$ cat config.mk
export PLATFORM = sky130hd
export DESIGN_NAME = thruster_mode_mixer_heading_pid_core
export DESIGN_NICKNAME = d
export VERILOG_FILES = /design/src/sv/thmm_pkg.sv /design/src/sv/thmm_integ.sv /design/src/sv/thmm_pid.sv /design/src/sv/thmm_mix.sv /design/src/sv/thruster_mode_mixer_heading_pid_core.sv
export SDC_FILE = /design/constraint.sdc
export NUM_CORES = 2
export LEC_CHECK = 0
export BUFFER_PORTS_ARGS = -buffer_cell sky130_fd_sc_hd__buf_2
export CORE_MARGIN = 5
export CORE_UTILIZATION = 45
export CTS_BUF_LIST = sky130_fd_sc_hd__clkbuf_4
export DETAILED_ROUTE_END_ITERATION = 10
export MAX_ROUTING_LAYER = met4
export PLACE_DENSITY = 0.69
export SLEW_MARGIN = 25
export SYNTH_ARGS = -nofsm -noshare
export SYNTH_HDL_FRONTEND = slang
export SYNTH_SLANG_ARGS = --single-unit
$ cat constraint.sdc
create_clock -name clk -period 10.85 [get_ports clk]
set_clock_uncertainty 0.05 [all_clocks]
set_input_delay 0.5425 -clock clk [delete_from_list [all_inputs] [get_ports clk]]
set_output_delay 0.5425 -clock clk [all_outputs]
set_load 0.05 [all_outputs]
$ cat src/sv/thmm_pkg.sv
`timescale 1ns / 1ps
// thmm_pkg: shared types, constants and fixed-point helpers for the
// thruster mode mixer with heading-hold pid. no dependencies.
package thmm_pkg;

	// mode codes carried by each control tick
	typedef enum logic [2:0] {
		CMD_FOLLOW_OBJ  = 3'd0,
		CMD_FOLLOW_WALL = 3'd1,
		CMD_REMOTE      = 3'd2,
		CMD_EXPLORE     = 3'd3,
		CMD_UP          = 3'd4,
		CMD_DOWN        = 3'd5,
		CMD_STAY        = 3'd6,
		CMD_IDLE        = 3'd7
	} cmd_t;

	// configuration register indexes (paddr[3:2])
	localparam logic [1:0] REG_PROP_GAIN      = 2'd0;
	localparam logic [1:0] REG_RATE_GAIN      = 2'd1;
	localparam logic [1:0] REG_INTEG_GAIN     = 2'd2;
	localparam logic [1:0] REG_HEADING_TARGET = 2'd3;

	// register reset values
	localparam logic [15:0] PROP_GAIN_RST      = 16'd655;
	localparam logic [15:0] RATE_GAIN_RST      = 16'd328;
	localparam logic [15:0] INTEG_GAIN_RST     = 16'd0;
	localparam logic [14:0] HEADING_TARGET_RST = 15'd17920;

	// fixed-point constants, q2.14 and 1/64 degree
	localparam logic signed [17:0] SIZE_LIMIT = 18'sd3277;
	localparam logic signed [15:0] BACKOFF    = -16'sd819;
	localparam logic signed [15:0] ONE_Q14    = 16'sd16384;
	localparam logic signed [15:0] FULL_TURN  = 16'sd23040;
	localparam logic signed [15:0] HALF_TURN  = 16'sd11520;
	// 2^20 / 20 rounded up, exact for magnitudes up to 32768
	localparam logic [16:0] RECIP_20 = 17'd52429;

	// four thruster drives
	typedef struct packed {
		logic signed [15:0] va;
		logic signed [15:0] left;
		logic signed [15:0] right;
		logic signed [15:0] vb;
	} drive_t;

	// clamped pid terms, each within +-1.0
	typedef struct packed {
		logic signed [15:0] cp;
		logic signed [15:0] cd;
		logic signed [15:0] ci;
	} pid_terms_t;

	// saturate to the 16-bit signed range
	function automatic logic signed [15:0] sat16(input logic signed [17:0] x);
		logic signed [15:0] r;
		if (x > 18'sd32767) begin
			r = 16'sd32767;
		end else if (x < -18'sd32768) begin
			r = -16'sd32768;
		end else begin
			r = x[15:0];
		end
		return r;
	endfunction

	// clamp a floored product to +-1.0
	function automatic logic signed [15:0] clamp_q14(input logic signed [40:0] x);
		logic signed [15:0] r;
		if (x > 41'(ONE_Q14)) begin
			r = ONE_Q14;
		end else if (x < -41'(ONE_Q14)) begin
			r = -ONE_Q14;
		end else begin
			r = x[15:0];
		end
		return r;
	endfunction

	// divide by 20, truncating toward zero, via reciprocal multiply
	function automatic logic signed [15:0] div20(input logic signed [15:0] x);
		logic        neg;
		logic [16:0] mag;
		logic [33:0] prod;
		logic [15:0] q;
		neg  = x[15];
		mag  = neg ? (17'd0 - {x[15], x}) : {1'b0, x};
		prod = mag * RECIP_20;
		q    = {2'b00, prod[33:20]};
		return neg ? -$signed(q) : $signed(q);
	endfunction

	// divide by 2, truncating toward zero
	function automatic logic signed [15:0] half(input logic signed [15:0] x);
		logic signed [15:0] adj;
		adj = x + {15'd0, x[15]};
		return adj >>> 1;
	endfunction

endpackage

$ cat src/sv/thmm_integ.sv
`timescale 1ns / 1ps
// thmm_integ: saturating 32-bit accumulator of yaw rate for the integral term.
// depends on thmm_pkg.
module thmm_integ
	import thmm_pkg::*;
(
	input  logic               clk,
	input  logic               arst_n,
	input  logic               update,
	input  logic signed [15:0] rate,
	output logic signed [31:0] integ_next
);

	logic signed [31:0] integ_q;
	logic signed [32:0] sum;

	// saturating add of the new rate sample
	always_comb begin
		sum = 33'(integ_q) + 33'(rate);
		if (sum[32] != sum[31]) begin
			integ_next = sum[32] ? {1'b1, 31'd0} : {1'b0, {31{1'b1}}};
		end else begin
			integ_next = sum[31:0];
		end
	end

	// accumulator register, moves only on heading-hold transfers
	always_ff @(posedge clk or negedge arst_n) begin
		if (!arst_n) begin
			integ_q <= '0;
		end else if (update) begin
			integ_q <= integ_next;
		end
	end

endmodule

$ cat src/sv/thmm_pid.sv
`timescale 1ns / 1ps
// thmm_pid: heading error wrap and the three gain products of the pid,
// each floored and clamped to +-1.0. depends on thmm_pkg.
module thmm_pid
	import thmm_pkg::*;
(
	input  logic [15:0]        prop_gain,
	input  logic [15:0]        rate_gain,
	input  logic [15:0]        integ_gain,
	input  logic [14:0]        heading_target,
	input  logic [14:0]        yaw_angle,
	input  logic signed [15:0] yaw_rate,
	input  logic signed [31:0] integ,
	output pid_terms_t         terms
);

	logic signed [15:0] err_raw;
	logic signed [15:0] err_wrap;
	logic signed [31:0] prod_p;
	logic signed [32:0] prod_d;
	logic signed [48:0] prod_i;

	// wrap heading error into one turn around zero
	always_comb begin
		err_raw = $signed({1'b0, heading_target}) - $signed({1'b0, yaw_angle});
		if (err_raw >= HALF_TURN) begin
			err_wrap = err_raw - FULL_TURN;
		end else if (err_raw < -HALF_TURN) begin
			err_wrap = err_raw + FULL_TURN;
		end else begin
			err_wrap = err_raw;
		end
	end

	// gain products, unsigned gains against signed operands
	assign prod_p = $signed({1'b0, prop_gain}) * $signed(err_wrap[14:0]);
	assign prod_d = $signed({1'b0, rate_gain}) * yaw_rate;
	assign prod_i = $signed({1'b0, integ_gain}) * integ;

	// floor by 256 and clamp
	assign terms.cp = clamp_q14(41'(prod_p >>> 8));
	assign terms.cd = clamp_q14(41'(prod_d >>> 8));
	assign terms.ci = clamp_q14(41'(prod_i >>> 8));

endmodule

$ cat src/sv/thmm_mix.sv
`timescale 1ns / 1ps
// thmm_mix: thruster drives for follow-object and remote modes, zero for the
// rest. depends on thmm_pkg.
module thmm_mix
	import thmm_pkg::*;
(
	input  logic [2:0]         cmd,
	input  logic signed [15:0] pilot_forward,
	input  logic signed [15:0] pilot_turn,
	input  logic signed [15:0] remote_depth,
	input  logic signed [15:0] obj_size,
	input  logic signed [15:0] obj_horizontal,
	input  logic signed [15:0] obj_vertical,
	output drive_t             drives
);

	logic signed [15:0] hor_20;
	logic signed [15:0] ver_20;
	logic signed [17:0] approach;
	logic signed [15:0] fwd_h;
	logic signed [15:0] turn_h;
	logic signed [15:0] depth_h;

	assign hor_20   = div20(obj_horizontal);
	assign ver_20   = div20(obj_vertical);
	assign approach = SIZE_LIMIT - 18'(obj_size);
	assign fwd_h    = half(pilot_forward);
	assign turn_h   = half(pilot_turn);
	assign depth_h  = half(remote_depth);

	// per-mode lane selection
	always_comb begin
		drives = '0;
		case (cmd_t'(cmd))
			CMD_FOLLOW_OBJ: begin
				if (18'(obj_size) < SIZE_LIMIT) begin
					drives.left  = sat16(approach + 18'(hor_20));
					drives.right = sat16(approach - 18'(hor_20));
					drives.va    = -ver_20;
					drives.vb    = -ver_20;
				end else begin
					drives.left  = BACKOFF;
					drives.right = BACKOFF;
				end
			end
			CMD_REMOTE: begin
				drives.left  = sat16(18'(fwd_h) + 18'(turn_h));
				drives.right = sat16(18'(fwd_h) - 18'(turn_h));
				drives.va    = depth_h;
				drives.vb    = depth_h;
			end
			default: begin
				drives = '0;
			end
		endcase
	end

endmodule

$ cat src/sv/thruster_mode_mixer_heading_pid_core.sv
`timescale 1ns / 1ps
// Thruster mode mixer with heading-hold pid: one control tick in, four
// thruster drives out. Takes one transfer per clock while the output is not
// stalled; the input register, product stage and output register load in
// that order, and out_valid rises when the output register loads; output
// stall holds the pipeline in place. The yaw-rate integral is updated when the
// tick is accepted, so back-to-back heading-hold ticks see each other's
// contributions. No clearing pass after reset. Registers are to be written over
// the apb port only while the pipe is empty; the block does not enforce this.
// depends on thmm_pkg, thmm_integ, thmm_pid, thmm_mix.
module thruster_mode_mixer_heading_pid_core
	import thmm_pkg::*;
(
	input  logic               clk,
	input  logic               arst_n,
	// apb configuration port
	input  logic               psel,
	input  logic               penable,
	input  logic               pwrite,
	input  logic [3:0]         paddr,
	input  logic [31:0]        pwdata,
	output logic [31:0]        prdata,
	output logic               pready,
	// input channel
	input  logic               in_valid,
	output logic               in_stall,
	input  logic [2:0]         cmd,
	input  logic signed [15:0] pilot_forward,
	input  logic signed [15:0] pilot_turn,
	input  logic signed [15:0] remote_depth,
	input  logic [14:0]        yaw_angle,
	input  logic signed [15:0] yaw_rate,
	input  logic signed [15:0] obj_size,
	input  logic signed [15:0] obj_horizontal,
	input  logic signed [15:0] obj_vertical,
	// output channel
	output logic               out_valid,
	input  logic               out_stall,
	output logic signed [15:0] drive_vertical_a,
	output logic signed [15:0] drive_left,
	output logic signed [15:0] drive_right,
	output logic signed [15:0] drive_vertical_b
);

	logic [15:0] prop_gain_q;
	logic [15:0] rate_gain_q;
	logic [15:0] integ_gain_q;
	logic [14:0] heading_target_q;
	logic        cfg_wr;

	logic in_fire, load_s2, load_out;
	logic v_s1, v_s2, out_valid_q;
	logic pid_mode;

	logic [2:0]         cmd_s1;
	logic signed [15:0] fwd_s1, turn_s1, depth_s1;
	logic [14:0]        yaw_s1;
	logic signed [15:0] rate_s1, size_s1, hor_s1, ver_s1;
	logic signed [31:0] integ_s1;
	logic signed [31:0] integ_next;

	pid_terms_t terms;
	drive_t     drives;
	pid_terms_t terms_s2;
	drive_t     drives_s2;
	logic       pid_s2;

	logic signed [17:0] ctrl_sum;
	logic signed [15:0] ctrl;
	drive_t             result;
	drive_t             out_q;

	// apb register file
	assign pready = 1'b1;
	assign cfg_wr = psel & penable & pwrite & pready;

	always_ff @(posedge clk or negedge arst_n) begin
		if (!arst_n) begin
			prop_gain_q      <= PROP_GAIN_RST;
			rate_gain_q      <= RATE_GAIN_RST;
			integ_gain_q     <= INTEG_GAIN_RST;
			heading_target_q <= HEADING_TARGET_RST;
		end else if (cfg_wr) begin
			case (paddr[3:2])
				REG_PROP_GAIN:      prop_gain_q      <= pwdata[15:0];
				REG_RATE_GAIN:      rate_gain_q      <= pwdata[15:0];
				REG_INTEG_GAIN:     integ_gain_q     <= pwdata[15:0];
				REG_HEADING_TARGET: heading_target_q <= pwdata[14:0];
				default: ;
			endcase
		end
	end

	always_comb begin
		case (paddr[3:2])
			REG_PROP_GAIN:      prdata = {16'd0, prop_gain_q};
			REG_RATE_GAIN:      prdata = {16'd0, rate_gain_q};
			REG_INTEG_GAIN:     prdata = {16'd0, integ_gain_q};
			REG_HEADING_TARGET: prdata = {17'd0, heading_target_q};
			default:            prdata = '0;
		endcase
	end

	// pipeline flow control: a stage loads when the next one is free or moving
	assign load_out = v_s2 & (~out_valid_q | ~out_stall);
	assign load_s2  = v_s1 & (~v_s2 | load_out);
	assign in_stall = v_s1 & ~(~v_s2 | load_out);
	assign in_fire  = in_valid & ~in_stall;

	always_ff @(posedge clk or negedge arst_n) begin
		if (!arst_n) begin
			v_s1        <= 1'b0;
			v_s2        <= 1'b0;
			out_valid_q <= 1'b0;
		end else begin
			v_s1        <= in_fire | (v_s1 & ~load_s2);
			v_s2        <= load_s2 | (v_s2 & ~load_out);
			out_valid_q <= load_out | (out_valid_q & out_stall);
		end
	end

	// heading-hold modes
	always_comb begin
		case (cmd_t'(cmd)) inside
			CMD_UP, CMD_DOWN, CMD_STAY: pid_mode = 1'b1;
			default:                    pid_mode = 1'b0;
		endcase
	end

	// yaw-rate integral, advanced at heading-hold input transfers
	thmm_integ u_integ (
		.clk        (clk),
		.arst_n     (arst_n),
		.update     (in_fire & pid_mode),
		.rate       (yaw_rate),
		.integ_next (integ_next)
	);

	// stage 1: input register
	always_ff @(posedge clk) begin
		if (in_fire) begin
			cmd_s1   <= cmd;
			fwd_s1   <= pilot_forward;
			turn_s1  <= pilot_turn;
			depth_s1 <= remote_depth;
			yaw_s1   <= yaw_angle;
			rate_s1  <= yaw_rate;
			size_s1  <= obj_size;
			hor_s1   <= obj_horizontal;
			ver_s1   <= obj_vertical;
			integ_s1 <= integ_next;
		end
	end

	// stage 2 logic: pid products and mode mixing
	thmm_pid u_pid (
		.prop_gain      (prop_gain_q),
		.rate_gain      (rate_gain_q),
		.integ_gain     (integ_gain_q),
		.heading_target (heading_target_q),
		.yaw_angle      (yaw_s1),
		.yaw_rate       (rate_s1),
		.integ          (integ_s1),
		.terms          (terms)
	);

	thmm_mix u_mix (
		.cmd            (cmd_s1),
		.pilot_forward  (fwd_s1),
		.pilot_turn     (turn_s1),
		.remote_depth   (depth_s1),
		.obj_size       (size_s1),
		.obj_horizontal (hor_s1),
		.obj_vertical   (ver_s1),
		.drives         (drives)
	);

	always_ff @(posedge clk) begin
		if (load_s2) begin
			terms_s2  <= terms;
			drives_s2 <= drives;
			pid_s2    <= (cmd_t'(cmd_s1) == CMD_UP) || (cmd_t'(cmd_s1) == CMD_DOWN) ||
				(cmd_t'(cmd_s1) == CMD_STAY);
		end
	end

	// stage 3 logic: pid sum and final lane select
	always_comb begin
		ctrl_sum = 18'(terms_s2.cp) + 18'(terms_s2.cd) + 18'(terms_s2.ci);
		if (ctrl_sum > 18'(ONE_Q14)) begin
			ctrl = ONE_Q14;
		end else if (ctrl_sum < -18'(ONE_Q14)) begin
			ctrl = -ONE_Q14;
		end else begin
			ctrl = ctrl_sum[15:0];
		end
		if (pid_s2) begin
			result.va    = '0;
			result.left  = ctrl;
			result.right = -ctrl;
			result.vb    = '0;
		end else begin
			result = drives_s2;
		end
	end

	// output register
	always_ff @(posedge clk) begin
		if (load_out) begin
			out_q <= result;
		end
	end

	assign out_valid        = out_valid_q;
	assign drive_vertical_a = out_q.va;
	assign drive_left       = out_q.left;
	assign drive_right      = out_q.right;
	assign drive_vertical_b = out_q.vb;

endmodule

==> summary.md <==
| Metric | Value |
|---|---|
| Gpl congestion | `0.920` |
| Asr flop ratio synth | `about a quarter` |
| Core ar. | `between 150,000 and 200,000 um^2` |
| Bufs on Longest Clock Path | `3` |
| Worst r2r src | `hor_s1[2]` |
| Clk slew on worst S/H paths | `0.07 ns` |
| GR Util All Layers | `22.8%` |
| Hold Violations, Final | `0` |
| Fin. max-slew vios | `0` |
| R2R Path End | `drives_s2[30]` |
| YS warnings | `0` |
| Area delta synth->final | `10.4%` |
| Sum Neg Setup Slack | `0 ns` |
| PortBufs | `approximately 240` |
| Actual slew at the worst max-slew pin | `1.06 ns` |
| Crit path capture type | `register` |
| Fin worst setup slack | `about 0.4 ns` |
| Highest-count cells in the layout ignoring fill and taps | `1,418 x inv_1, 1,057 x fa_1, 752 x ha_1` |
| Synth Area in Simple Gates | `~14%` |
| CP arrival | `between 10 and 15 ns` |
| Antenna Violating Nets Remaining | `0` |
| DRC Markers | `0` |
| Total CTS buffers | `about 110` |
| Synth Area per Inst | `9.63 um^2` |
| Largest net degree at the start of global routing | `roughly 70` |
| Chip width | `around 400 um` |
| Vias in the first global route | `between 50,000 and 60,000` |
| Worst Path Max Fanout | `10` |
| Die Y | `about 400 um` |
| Post-synthesis mux area share | `between 2 and 2.5%` |
| CP max stage cell | `or4_4` |
| Most common cell after layout, fill and taps aside | `inv_1` |
| Setup CP Type | `reg2reg` |
| Clock root cell | `clkbuf_4` |
| Final Critical Period | `10.45 ns` |
| XOR/XNOR Fraction of Synth Area | `under 10%` |
| Endpoints failing setup | `0` |
| FF+latch count, synth | `roughly 410` |
| Vias per cell | `between 5 and 6` |
| R2r setup slk | `between 0.4 and 0.5 ns` |
| Wire length on met1 | `slightly below 80,000 um` |
| Worst-skew pair later-pin latency | `about 1.1 ns` |
| First-pass GRT wire length | `290,000 um` |
| Fillers | `~14,000` |
| Pre-antenna DRT Iters | `6` |
| Via count | `51,300` |
| Fin crit share | `around 96%` |
| Max frequency | `~96 MHz` |
| CTS tree | `yes` |
| Cell count after synthesis | `7,145` |
| Most used cell, CP | `inv_1` |
| Starting Density | `between 40% and 50%` |
| Mapped cell area | `about 70,000 um^2` |
| Status | `completed` |
| Die Area | `between 150,000 and 200,000 um^2` |
| # IOs | `roughly 270` |
| DR iter-0 viols | `roughly 3,200` |
| DRT Wirelength | `approximately 180,000 um` |
| Initial antenna violation count | `10` |
| Ratio of cells with drive above 1 in the final layout | `about a tenth` |
| Post-synth EDFFs | `307` |
| Critical path startpoint category | `register` |
| Register area share after synthesis | `between 10% and 20%` |
| Layout Nets | `~9,500` |
| Depth of the worst register-to-register path | `42` |
| Slew HR | `approximately 29%` |
| Hold Path End | `rate_gain_q[1]` |
| Largest family of logic cells by synthesized area | `adder cells` |
| Hold WC Path Type | `in2reg` |
| DR WL met2 | `~85,000 um` |
| Synth Area in Adders | `44.6%` |
| Register area | `approximately 12,000 um^2` |
| Compound-Gate Fraction of Synth Area | `around 8.4%` |
| Layout Cells excl Fill | `~9,700` |
| Largest stage delay, worst path | `between 0.5 and 0.6 ns` |
| Met3 WL | `roughly 11,000 um` |
| Dpl cells | `9,296` |
| Total of max-cap violations | `0` |
| Hold Startpoint | `pwrite` |
| Num rows | `around 140` |
| WP data required | `approximately 12 ns` |
| Highest routed layer | `met4` |
| Detailed Place HPWL | `143,000 um` |
| GRT overflow | `0` |
| Top_reg_cell synth | `edfxtp_1` |
| Area of the multi-input gates | `just over 50,000 um^2` |
| Wire per inst | `18.3 um` |
| Yosys cell types | `between 100 and 150` |
| Post-place setup slack | `-0.150 ns` |
| H-tree levels | `3` |
| WHS Path Cells | `4` |
| Num Clock Sinks | `between 400 and 500` |
[metal layers]
| metal | up-vias | global-route usage, % |
|---|---|---|
| met1 | 25800 | 30.0 |
| met2 | 1556 | 37.3 |
| met3 | 277 | 3.43 |
| li1 | 23600 | - |
| met4 | 0 | 6.02 |
| met5 | - | - |
[worst max-delay path by stage]
stage | startpoint | slack, ns | endpoint
floorplan | hor_s1[0] | 0.20 | drives_s2[30]
global placement | hor_s1[3] | -0.06 | drives_s2[30]
detailed placement | hor_s1[3] | -0.15 | drives_s2[30]
CTS | hor_s1[3] | 0.003 | drives_s2[30]
global route | hor_s1[1] | -0.10 | drives_s2[23]
finish | hor_s1[2] | 0.40 | drives_s2[30]
[kinds of logic after synthesis]
logic type | after synthesis
AND/OR/NAND/NOR | 1911
adder cells (fa/ha/maj) | 1819
buffers and inverters | 1695
AO/OA/AOI/OAI | 840
flip-flops | 405
XOR/XNOR | 349
multiplexers | 124
other | 2
[cells in the mapped netlist (12+ instances only)]
cell type	count	share of area, %
dfrtp_1	86	3.1
a22oi_1	15	0.16
mux4_2	15	0.49
nand2_1	740	4.0
buf_4	34	0.37
a211oi_1	12	0.13
o31ai_1	29	0.32
o211ai_1	24	0.26
xor2_1	114	1.5
nor3_1	70	0.51
o21bai_1	40	0.44
o21a_1	37	0.40
a21oi_1	221	1.6
edfxtp_1	307	13
dfstp_2	12	0.46
o221ai_1	23	0.29
o21ai_0	139	1.0
or2_2	15	0.14
mux2_2	104	1.7
ha_1	754	14
fa_1	1057	31
nor2_1	221	1.2
a21o_1	89	0.97
inv_1	1419	7.7
a21boi_0	14	0.15
xnor2_1	233	3.0
a31oi_1	20	0.18
nand4_1	40	0.36
nor2b_1	72	0.65
nand2b_1	74	0.67
nor4_1	20	0.18
and3_1	29	0.26
nor3b_1	13	0.14
or3_1	29	0.26
buf_2	12	0.087
clkbuf_1	219	1.2
and2_1	438	4.0
nand3_1	87	0.63
or4_1	13	0.14
[final cells by class]
type / instances / share of cell area, %
Multi-Input combinational cell: 5075 / 67.2
Sequential cell: 405 / 15.4
Inverter: 1419 / 7.01
Timing Repair Buffer: 524 / 4.93
Tap cell: 2030 / 3.34
Clock buffer: 137 / 1.35
Clock inverter: 65 / 0.694
Antenna cell: 10 / 0.0329
[timing repair]
action	in CTS	in global routing
endpoints found under the hold margin	255	0
gates resized for setup	4	54
hold buffers	153	0
setup endpoints to repair	14	46
pin swaps	0	15
setup buffers	0	4
[critical path, delay by kind of cell, from the launching register on]
family / cells / cell delay, ns
flops: 1 / 0.40
compound gates: 10 / 2.21
xor+xnor: 2 / 0.37
fa+ha+maj: 8 / 3.03
buf+inv: 9 / 1.07
simple gates: 13 / 3.15
[flip-flops by register name (all words and copies together), names as in the netlist, 32 cells and up]
signal	count
u_integ.integ_q	32
integ_s1	32
drives_s2	48
terms_s2	48
[per-stage QoR]
step | utilization [%] | hold WS, ns | instance area [um^2]
2_1_floorplan | - | 0.197 | 68900
3_3_place_gp | 47.7 | 0.417 | 72500
3_5_place_dp | 47.7 | 0.430 | 72500
4_1_cts | 49.7 | 0.00346 | 75600
5_1_grt | 49.9 | 0.0547 | 75900
6_report | 49.9 | 0.0909 | 76000
Power is left out: the tool's default activity adds up to more than one toggle a clock period on the data nets, which glitch-free logic cannot reach.
